[src/hdl/mids_pkg.sv]
// ----------------------------------------------------------------------------
// Motor ID scan sequencer package
// Shared types and codes for the scan sequencer: phases, actions, register
// indexes, the configuration set and the input and result items.
// ----------------------------------------------------------------------------
package mids_pkg;

	localparam int ADDR_W = 5;

	typedef enum logic [2:0] {
		PH_DISARMED = 3'd0,
		PH_WAIT     = 3'd1,
		PH_FORWARD  = 3'd2,
		PH_REVERSE  = 3'd3,
		PH_SETTLE   = 3'd4,
		PH_COMPLETE = 3'd5
	} phase_t;

	typedef enum logic [1:0] {
		ACT_NONE     = 2'd0,
		ACT_RUN      = 2'd1,
		ACT_STOP     = 2'd2,
		ACT_STOP_ALL = 2'd3
	} action_t;

	typedef enum logic [2:0] {
		REG_NUM_MOTORS        = 3'd0,
		REG_MAX_SPEED         = 3'd1,
		REG_ONLINE_WAIT_LIMIT = 3'd2,
		REG_MOTION_LIMIT      = 3'd3,
		REG_TRAVEL_DISTANCE   = 3'd4,
		REG_RETURN_TOLERANCE  = 3'd5,
		REG_SETTLE_TIME       = 3'd6
	} cfg_reg_t;

	typedef struct packed {
		logic        [7:0]  num_motors;
		logic signed [31:0] max_speed;
		logic        [31:0] online_wait_limit;
		logic        [31:0] motion_limit;
		logic signed [31:0] travel_distance;
		logic        [30:0] return_tolerance;
		logic        [31:0] settle_time;
	} cfg_t;

	typedef struct packed {
		logic               scan_enable;
		logic               motor_online;
		logic        [31:0] time_now;
		logic signed [31:0] angle_now;
	} in_item_t;

	typedef struct packed {
		logic        [1:0]  action;
		logic        [7:0]  motor_number;
		logic signed [31:0] speed_ref;
	} out_item_t;

endpackage

[src/hdl/mids_cfg_regs.sv]
// ----------------------------------------------------------------------------
// Scan sequencer configuration registers
// APB-style register bank holding the scan limits, speeds and distances.
// ----------------------------------------------------------------------------
module mids_cfg_regs (
	input  logic                        clk,
	input  logic                        arst_n,
	input  logic                        psel,
	input  logic                        penable,
	input  logic                        pwrite,
	input  logic [mids_pkg::ADDR_W-1:0] paddr,
	input  logic [31:0]                 pwdata,
	output logic [31:0]                 prdata,
	output logic                        pready,
	output mids_pkg::cfg_t              cfg
);

	mids_pkg::cfg_t cfg_q;
	logic [2:0]     reg_idx;
	logic           wr_en;

	assign pready  = 1'b1;
	assign reg_idx = paddr[mids_pkg::ADDR_W-1:2];
	assign wr_en   = psel & penable & pwrite & pready;
	assign cfg     = cfg_q;

	always_ff @(posedge clk or negedge arst_n) begin
		if (!arst_n) begin
			cfg_q.num_motors        <= 8'd1;
			cfg_q.max_speed         <= '0;
			cfg_q.online_wait_limit <= '0;
			cfg_q.motion_limit      <= '0;
			cfg_q.travel_distance   <= '0;
			cfg_q.return_tolerance  <= '0;
			cfg_q.settle_time       <= '0;
		end else if (wr_en) begin
			case (reg_idx)
				mids_pkg::REG_NUM_MOTORS:        cfg_q.num_motors        <= pwdata[7:0];
				mids_pkg::REG_MAX_SPEED:         cfg_q.max_speed         <= pwdata;
				mids_pkg::REG_ONLINE_WAIT_LIMIT: cfg_q.online_wait_limit <= pwdata;
				mids_pkg::REG_MOTION_LIMIT:      cfg_q.motion_limit      <= pwdata;
				mids_pkg::REG_TRAVEL_DISTANCE:   cfg_q.travel_distance   <= pwdata;
				mids_pkg::REG_RETURN_TOLERANCE:  cfg_q.return_tolerance  <= pwdata[30:0];
				mids_pkg::REG_SETTLE_TIME:       cfg_q.settle_time       <= pwdata;
				default: ;
			endcase
		end
	end

	always_comb begin
		case (reg_idx)
			mids_pkg::REG_NUM_MOTORS:        prdata = {24'd0, cfg_q.num_motors};
			mids_pkg::REG_MAX_SPEED:         prdata = cfg_q.max_speed;
			mids_pkg::REG_ONLINE_WAIT_LIMIT: prdata = cfg_q.online_wait_limit;
			mids_pkg::REG_MOTION_LIMIT:      prdata = cfg_q.motion_limit;
			mids_pkg::REG_TRAVEL_DISTANCE:   prdata = cfg_q.travel_distance;
			mids_pkg::REG_RETURN_TOLERANCE:  prdata = {1'b0, cfg_q.return_tolerance};
			mids_pkg::REG_SETTLE_TIME:       prdata = cfg_q.settle_time;
			default:                         prdata = '0;
		endcase
	end

endmodule

[src/hdl/mids_seq_core.sv]
// ----------------------------------------------------------------------------
// Scan sequencer state machine
// Holds the scan state and computes, for one tick, the next state and the
// action, motor number and speed reference.
// ----------------------------------------------------------------------------
module mids_seq_core (
	input  logic                 clk,
	input  logic                 arst_n,
	input  logic                 step,
	input  mids_pkg::in_item_t   item,
	input  mids_pkg::cfg_t       cfg,
	output mids_pkg::out_item_t  res,
	output mids_pkg::phase_t     phase
);

	mids_pkg::phase_t   phase_q, phase_d;
	logic        [7:0]  motor_q, motor_d;
	logic        [31:0] start_q, start_d;
	logic signed [31:0] origin_q, origin_d;

	logic        [31:0] elapsed;
	logic               wait_done, motion_done, settle_done;
	logic        [7:0]  motor_inc;
	logic               last_motor;
	logic               do_adv;
	logic               ms_min;
	logic signed [31:0] speed_fwd, speed_rev;
	logic signed [32:0] target;
	logic signed [33:0] delta;
	logic        [32:0] delta_abs;
	logic               reached_travel, back_home;

	assign phase = phase_q;

	// Wrapping elapsed time since the phase began.
	assign elapsed     = item.time_now - start_q;
	assign wait_done   = elapsed >= cfg.online_wait_limit;
	assign motion_done = elapsed >= cfg.motion_limit;
	assign settle_done = elapsed >= cfg.settle_time;

	assign motor_inc  = motor_q + 8'd1;
	assign last_motor = motor_inc >= cfg.num_motors;

	// The clamp only bites for the most negative speed, whose magnitude saturates.
	assign ms_min    = cfg.max_speed == 32'sh8000_0000;
	assign speed_fwd = ms_min ? 32'sh8000_0001 : cfg.max_speed;
	assign speed_rev = ms_min ? 32'sh7FFF_FFFF : -cfg.max_speed;

	assign target = {origin_q[31], origin_q} + {cfg.travel_distance[31], cfg.travel_distance};
	assign reached_travel = $signed({item.angle_now[31], item.angle_now}) >= target;

	// The difference of two 32-bit angles is held in 34 signed bits.
	assign delta     = $signed({{2{item.angle_now[31]}}, item.angle_now})
		- $signed({{2{origin_q[31]}}, origin_q});
	assign delta_abs = delta[33] ? 33'(-delta) : 33'(delta);
	assign back_home = delta_abs <= {2'b00, cfg.return_tolerance};

	always_comb begin
		phase_d          = phase_q;
		motor_d          = motor_q;
		start_d          = start_q;
		origin_d         = origin_q;
		do_adv           = 1'b0;
		res.action       = mids_pkg::ACT_NONE;
		res.motor_number = motor_q;
		res.speed_ref    = '0;
		if (!item.scan_enable) begin
			phase_d          = mids_pkg::PH_DISARMED;
			motor_d          = '0;
			start_d          = item.time_now;
			origin_d         = '0;
			res.action       = mids_pkg::ACT_STOP_ALL;
			res.motor_number = '0;
		end else begin
			case (phase_q)
				mids_pkg::PH_DISARMED: begin
					phase_d    = mids_pkg::PH_WAIT;
					start_d    = item.time_now;
					res.action = mids_pkg::ACT_STOP;
				end
				mids_pkg::PH_WAIT: begin
					if (item.motor_online) begin
						origin_d      = item.angle_now;
						phase_d       = mids_pkg::PH_FORWARD;
						start_d       = item.time_now;
						res.action    = mids_pkg::ACT_RUN;
						res.speed_ref = speed_fwd;
					end else if (wait_done) begin
						do_adv = 1'b1;
					end else begin
						res.action = mids_pkg::ACT_STOP;
					end
				end
				mids_pkg::PH_FORWARD: begin
					if (!item.motor_online || motion_done) begin
						do_adv = 1'b1;
					end else if (reached_travel) begin
						phase_d       = mids_pkg::PH_REVERSE;
						start_d       = item.time_now;
						res.action    = mids_pkg::ACT_RUN;
						res.speed_ref = speed_rev;
					end else begin
						res.action    = mids_pkg::ACT_RUN;
						res.speed_ref = speed_fwd;
					end
				end
				mids_pkg::PH_REVERSE: begin
					if (!item.motor_online || motion_done) begin
						do_adv = 1'b1;
					end else if (back_home) begin
						phase_d    = mids_pkg::PH_SETTLE;
						start_d    = item.time_now;
						res.action = mids_pkg::ACT_STOP;
					end else begin
						res.action    = mids_pkg::ACT_RUN;
						res.speed_ref = speed_rev;
					end
				end
				mids_pkg::PH_SETTLE: begin
					if (settle_done) begin
						do_adv = 1'b1;
					end else begin
						res.action = mids_pkg::ACT_STOP;
					end
				end
				default: begin
					res.action = mids_pkg::ACT_STOP_ALL;
				end
			endcase

			// Move on to the next motor, or finish when the last one is done.
			if (do_adv) begin
				if (last_motor) begin
					phase_d    = mids_pkg::PH_COMPLETE;
					res.action = mids_pkg::ACT_STOP_ALL;
				end else begin
					motor_d    = motor_inc;
					phase_d    = mids_pkg::PH_WAIT;
					start_d    = item.time_now;
					origin_d   = '0;
					res.action = mids_pkg::ACT_STOP;
				end
			end
		end
	end

	always_ff @(posedge clk or negedge arst_n) begin
		if (!arst_n) begin
			phase_q  <= mids_pkg::PH_DISARMED;
			motor_q  <= '0;
			start_q  <= '0;
			origin_q <= '0;
		end else if (step) begin
			phase_q  <= phase_d;
			motor_q  <= motor_d;
			start_q  <= start_d;
			origin_q <= origin_d;
		end
	end

endmodule

[src/hdl/motor_id_scan_sequencer_core.sv]
// ----------------------------------------------------------------------------
// Motor ID scan sequencer
// Steps through the motors one at a time: wait for online, drive forward by
// the travel distance, drive back to the start angle, settle, next motor.
// ----------------------------------------------------------------------------
// Path: an accepted tick goes through the input register, then the result
// register, where its result is held while out_stall is high.
// Throughput: one tick per cycle while out_stall does not hold a result; the state registers update once per tick.
// Reset: arst_n puts the scan in the disarmed phase at motor 0, empties both
// pipeline stages and loads the register defaults (one motor, others 0).
module motor_id_scan_sequencer_core (
	input  logic                        clk,
	input  logic                        arst_n,
	input  logic                        psel,
	input  logic                        penable,
	input  logic                        pwrite,
	input  logic [mids_pkg::ADDR_W-1:0] paddr,
	input  logic [31:0]                 pwdata,
	output logic [31:0]                 prdata,
	output logic                        pready,
	input  logic                        in_valid,
	output logic                        in_stall,
	input  logic                        scan_enable,
	input  logic                        motor_online,
	input  logic [31:0]                 time_now,
	input  logic signed [31:0]          angle_now,
	output logic                        out_valid,
	input  logic                        out_stall,
	output logic [1:0]                  action,
	output logic [7:0]                  motor_number,
	output logic signed [31:0]          speed_ref
);

	mids_pkg::cfg_t      cfg;
	mids_pkg::in_item_t  item_s1;
	logic                valid_s1;
	mids_pkg::out_item_t res_s2;
	logic                valid_s2;
	mids_pkg::out_item_t res;
	mids_pkg::phase_t    phase;
	logic                out_free;
	logic                step;
	logic                accept;

	mids_cfg_regs u_cfg (
		.clk     (clk),
		.arst_n  (arst_n),
		.psel    (psel),
		.penable (penable),
		.pwrite  (pwrite),
		.paddr   (paddr),
		.pwdata  (pwdata),
		.prdata  (prdata),
		.pready  (pready),
		.cfg     (cfg)
	);

	assign out_free = !valid_s2 || !out_stall;
	assign step     = valid_s1 && out_free;
	assign in_stall = valid_s1 && !out_free;
	assign accept   = in_valid && !in_stall;

	always_ff @(posedge clk or negedge arst_n) begin
		if (!arst_n) begin
			valid_s1 <= 1'b0;
		end else begin
			valid_s1 <= accept || (valid_s1 && !step);
		end
	end

	always_ff @(posedge clk) begin
		if (accept) begin
			item_s1.scan_enable  <= scan_enable;
			item_s1.motor_online <= motor_online;
			item_s1.time_now     <= time_now;
			item_s1.angle_now    <= angle_now;
		end
	end

	mids_seq_core u_seq (
		.clk    (clk),
		.arst_n (arst_n),
		.step   (step),
		.item   (item_s1),
		.cfg    (cfg),
		.res    (res),
		.phase  (phase)
	);

	always_ff @(posedge clk or negedge arst_n) begin
		if (!arst_n) begin
			valid_s2 <= 1'b0;
		end else if (step) begin
			valid_s2 <= 1'b1;
		end else if (!out_stall) begin
			valid_s2 <= 1'b0;
		end
	end

	always_ff @(posedge clk) begin
		if (step) begin
			res_s2 <= res;
		end
	end

	assign out_valid    = valid_s2;
	assign action       = res_s2.action;
	assign motor_number = res_s2.motor_number;
	assign speed_ref    = res_s2.speed_ref;

	// A tick with the scan disabled always leaves the sequencer disarmed.
	a_disable_disarms: assert property (@(posedge clk) disable iff (!arst_n)
		step && !item_s1.scan_enable |=> phase == mids_pkg::PH_DISARMED)
		else $error("disabled tick did not disarm the scan");

	// Once complete, the scan stays complete while it remains enabled.
	a_complete_holds: assert property (@(posedge clk) disable iff (!arst_n)
		step && item_s1.scan_enable && phase == mids_pkg::PH_COMPLETE
		|=> phase == mids_pkg::PH_COMPLETE)
		else $error("complete scan left the complete phase while enabled");

	// A run result is only ever produced by a tick that puts the scan in a motion phase.
	a_run_in_motion: assert property (@(posedge clk) disable iff (!arst_n)
		valid_s2 && res_s2.action == mids_pkg::ACT_RUN
		|-> phase == mids_pkg::PH_FORWARD || phase == mids_pkg::PH_REVERSE)
		else $error("run action outside forward or reverse phase");

endmodule
[config.mk]
export PLATFORM = sky130hd
export DESIGN_NAME = motor_id_scan_sequencer_core
export DESIGN_NICKNAME = d
export VERILOG_FILES = /design/src/hdl/mids_pkg.sv /design/src/hdl/mids_cfg_regs.sv /design/src/hdl/mids_seq_core.sv /design/src/hdl/motor_id_scan_sequencer_core.sv
export SDC_FILE = /design/constraint.sdc
export NUM_CORES = 1
export LEC_CHECK = 0
export ABC_CLOCK_PERIOD_IN_PS = 6300
export BUFFER_PORTS_ARGS = -buffer_cell sky130_fd_sc_hd__buf_4
export CORE_MARGIN = 5
export CORE_UTILIZATION = 58
export CTS_BUF_LIST = sky130_fd_sc_hd__clkbuf_8
export CTS_CLUSTER_DIAMETER = 30
export CTS_CLUSTER_SIZE = 40
export DETAILED_ROUTE_END_ITERATION = 6
export PLACE_DENSITY = 0.78
export SYNTH_ARGS = -nofsm -noshare
export SYNTH_HDL_FRONTEND = slang
export SYNTH_HIERARCHICAL = 1
export SYNTH_SLANG_ARGS = --single-unit
[constraint.sdc]
create_clock -name clk -period 6.3 [get_ports clk]
set_clock_uncertainty 0.05 [all_clocks]
set_input_delay 0.945 -clock clk [delete_from_list [all_inputs] [get_ports clk]]
set_output_delay 0.945 -clock clk [all_outputs]
set_load 0.1 [all_outputs]
==> impl_metrics.py <==
metrics = {
    "worst_setup_path": {
        "max_stage_delay_ps": 430,
        "slowest_stage": "a222oi_1",
        "critical_path_class": "register to register",
        "crit_required_ps": 6690,
        "worstPathArrival_ps": 6930,
        "crit_fanout": 7,
        "setup.worst_path.start_class": "register",
        "critPathCaptureType": "register",
    },
    "route": {
        "num_vias": 23540,
        "viasPerCell": 6.30,
        "drtAntennaViolNets": 0,
        "wl_per_cell_um": 23.1,
        "wl_um": 86400,
        "drt_iter0_markers": 2259,
        "drc": 0,
        "dr.pass1.iters": 5,
    },
    "run": {
        "max_cap_viol_count": 0,
    },
    "layout": {
        "drive_gt1_share_pct": 29.7,
        "finalInstanceArea_um2": 33700,
        "num-fill-cells": 3333,
        "final_net_count": 3427,
        "area_growth_pct": 24.0,
    },
    "run_status": {
        "violations": "setup timing",
        "outcome": "finished with violations",
    },
    "place": {
        "io_buffers": 183,
        "finalWeightedCongestion": 0.966,
        "dp_hpwl_um": 62000,
        "post_dp_cell_area_um2": 30200,
    },
    "sta": {
        "tightest_slew_ps": 1260,
        "worst_slack_ps": -242,
        "max_freq_mhz": 153,
        "slew_violations": 0,
        "maxSlewHeadroom_pct": 15.9,
        "hold_viol": 0,
        "post-route-period-util_pct": 104,
        "setup_violations": 68,
        "whs_ps": 114,
        "rsz0062_at_grt": "true",
        "fin_crit_ps": 6540,
    },
    "min_path": {
        "hold_class": "input port to async pin",
    },
    "synth": {
        "synth_cell_types": 106,
        "synth_warnings": 6,
        "synthCells": 2666,
        "async_flop_share_pct": 71.9,
        "yosysTopAreaCell": "dfrtp_1",
        "ys_seq_area_share_pct": 37.4,
        "synth_adder_area_share_pct": 12.5,
        "synth_nets": 3045,
        "syn_area_um2": 27200,
        "yosysTopAreaCellShare_pct": 25.3,
        "synthMuxAreaShare_pct": 11.2,
        "yosys.area_share.simple_pct": 10.8,
        "syn-mean-instance-area_um2": 10.2,
        "synth_edf_count": 108,
        "synth-compound-area-share_pct": 19.5,
        "ys_ff_latch": 384,
        "synth_flop_cell": "dfrtp_1",
        "synth_common_cells": "dfrtp_1, ha_1, inv_1, mux2_2, a21oi_1",
        "synth_most_common_cell": "dfrtp_1",
        "synth_top_family_by_area": "compound AO/OA/AOI/OAI gates",
        "synth_area_leaders": "dfrtp_1, ha_1, edfxtp_1",
        "synth_xor_xnor_area_share_pct": 3.35,
    },
    "floorplanning": {
        "die_height_um": 226,
        "io_pins": 187,
        "die_area_um2": 51300,
        "core_area_um2": 46500,
        "initial_core_util_pct": 58.5,
        "row_count": 79,
        "fp.dieW_um": 226,
    },
    "clock_network": {
        "path_clk_slew_ps": 60,
        "clk_latency_ps": 720,
        "cts_sinks": 384,
        "cts_buffer_depth": 3,
        "tritoncts": "done",
        "cts-buffers-inserted": 92,
        "cts_root_buffer": "clkbuf_8",
        "htreeDepth": 3,
    },
    "power_and_ir_drop": {
        "p_leak_nw": 15.3,
        "cellPowerDensity_nw_per_um2": 468,
        "peakVddDrop_uv": 332,
        "p_total_mw": 15.8,
    },
    "grt": {
        "grt_antenna_before_repair": 5,
        "grt_use_total_pct": 32.1,
        "grt_max_degree": 137,
        "grt_overflow": 0,
        "first_global_vias": 23385,
        "grt_pass1_wl_um": 129000,
    },
}
## metrics by stage
stage,utilization [%],worst slack (ps),cells,TNS [ps]
after global routing,72.5,-455,3737,-28360
after detailed placement,65.0,-514,3519,-26100
after CTS,70.8,-99.9,3710,-658
final,72.5,-242,3738,-11370
after floorplan,-,122,2666,0
after global placement,65.0,-483,3519,-22250
## registers in the layout, indices dropped and copies added, names as in the netlist, 2 cells and up
register,count
speed_ref,32
u_seq/start_q,32
item_s1,66
u_cfg/cfg,199
action,2
u_seq/phase,3
u_seq/motor_q,8
motor_number,8
u_seq/origin_q,32
## cell families after synthesis
kind of cell / count (synthesis)
muxes: 275
other: 1
DFF: 384
buffers and inverters: 347
xor gates and xnor gates: 104
adders and majority gates: 269
and+or+nand+nor: 557
AOI/OAI and AO/OA: 729
## path summary, 6_finish.rpt
| path | slack, ps | cells after the start | endpoint | start |
|---|---|---|---|---|
| worst max-delay path | -240 | 30 | speed_ref[3]$_DFFE_PP_ | item_s1[0]$_DFFE_PP_ |
| worst min-delay path | 110 | 1 | out_valid$_DFFE_PN0P_ | arst_n |
| worst max register to register | -240 | 30 | speed_ref[3]$_DFFE_PP_ | item_s1[0]$_DFFE_PP_ |
| worst min register to register | 460 | 1 | out_valid$_DFFE_PN0P_ | valid_s1$_DFF_PN0_ |
| max in group asynchronous | 4590 | 2 | u_seq/origin_q[17]$_DFFE_PN0P_ | arst_n |
| min in group clk | 340 | 1 | item_s1[63]$_DFFE_PP_ | time_now[31] |
## placed cells by master (no fill, tap or decap), types with 11 or more instances in the layout
cell         n
ha_1       263
nor3_1      39
inv_1      254
edfxtp_1   108
o22ai_1     11
and2_1      19
clkinv_2    17
nand4_1     29
and3_1      16
o21ai_1     20
or2_2       25
nand3_1     43
a21o_1      92
xor2_1      38
o221a_1     30
buf_12      16
o21a_1      27
or3_1       18
a31oi_1     21
mux2_2     219
o211ai_1    13
a21oi_1    127
bufinv_16   18
o21ai_0     98
o21bai_1    12
a221oi_1    28
nand2_1    129
xnor2_1     62
a221o_1     35
a22o_1      40
nand2b_1    37
dfrtp_1    275
a21oi_2     19
buf_4      353
nor2b_1     22
clkbuf_8    98
nor2_1     106
mux2i_1     51
## worst max-delay path, delay by kind of cell (launching register included)
| kind | cells | cell delay (ps) |
|---|---|---|
| AOI/OAI and AO/OA | 15 | 3120 |
| xor gates and xnor gates | 1 | 90 |
| adders and majority gates | 3 | 690 |
| buffers and inverters | 3 | 390 |
| DFF | 1 | 390 |
| and+or+nand+nor | 8 | 1550 |
## layer usage
metal | global-route usage (%) | share of wire, % | vias to the layer above
met3 | 6.28 | 8.0 | 204
met2 | 51.5 | 46 | 991
met5 | 0 | 0 | -
met1 | 42.8 | 42 | 11614
li1 | - | - | 10731
met4 | 13.3 | 3.8 | 0
## cell type report
type	instances	area [um^2]	share of cell area [%]
Tap cell	607	759	2.25
Clock inverter	75	917	2.72
Inverter	245	920	2.73
Clock buffer	98	1350	4.00
Antenna cell	4	10.0	0.0297
Sequential cell	384	10200	30.1
Timing Repair Buffer	389	3300	9.78
Multi-Input combinational cell	1936	16300	48.3
## where the power goes
part           switching [mW]  total (mW)  internal (mW)
combinational            4.85        8.58           3.73
clock                    1.38        3.62           2.24
sequential              0.523        3.58           3.06
total                    6.75        15.8           9.03
## timing repair
action                                  in CTS  in global routing
buffers inserted                            15                 18
cloned                                       3                  8
resized for setup                           64                 89
endpoints found under the setup margin     109                109
pin swaps                                   36                 64
hold buffers                                 0                  0
endpoints found under the hold margin        0                  0
No activity file was read; power rests on OpenSTA's default activity.
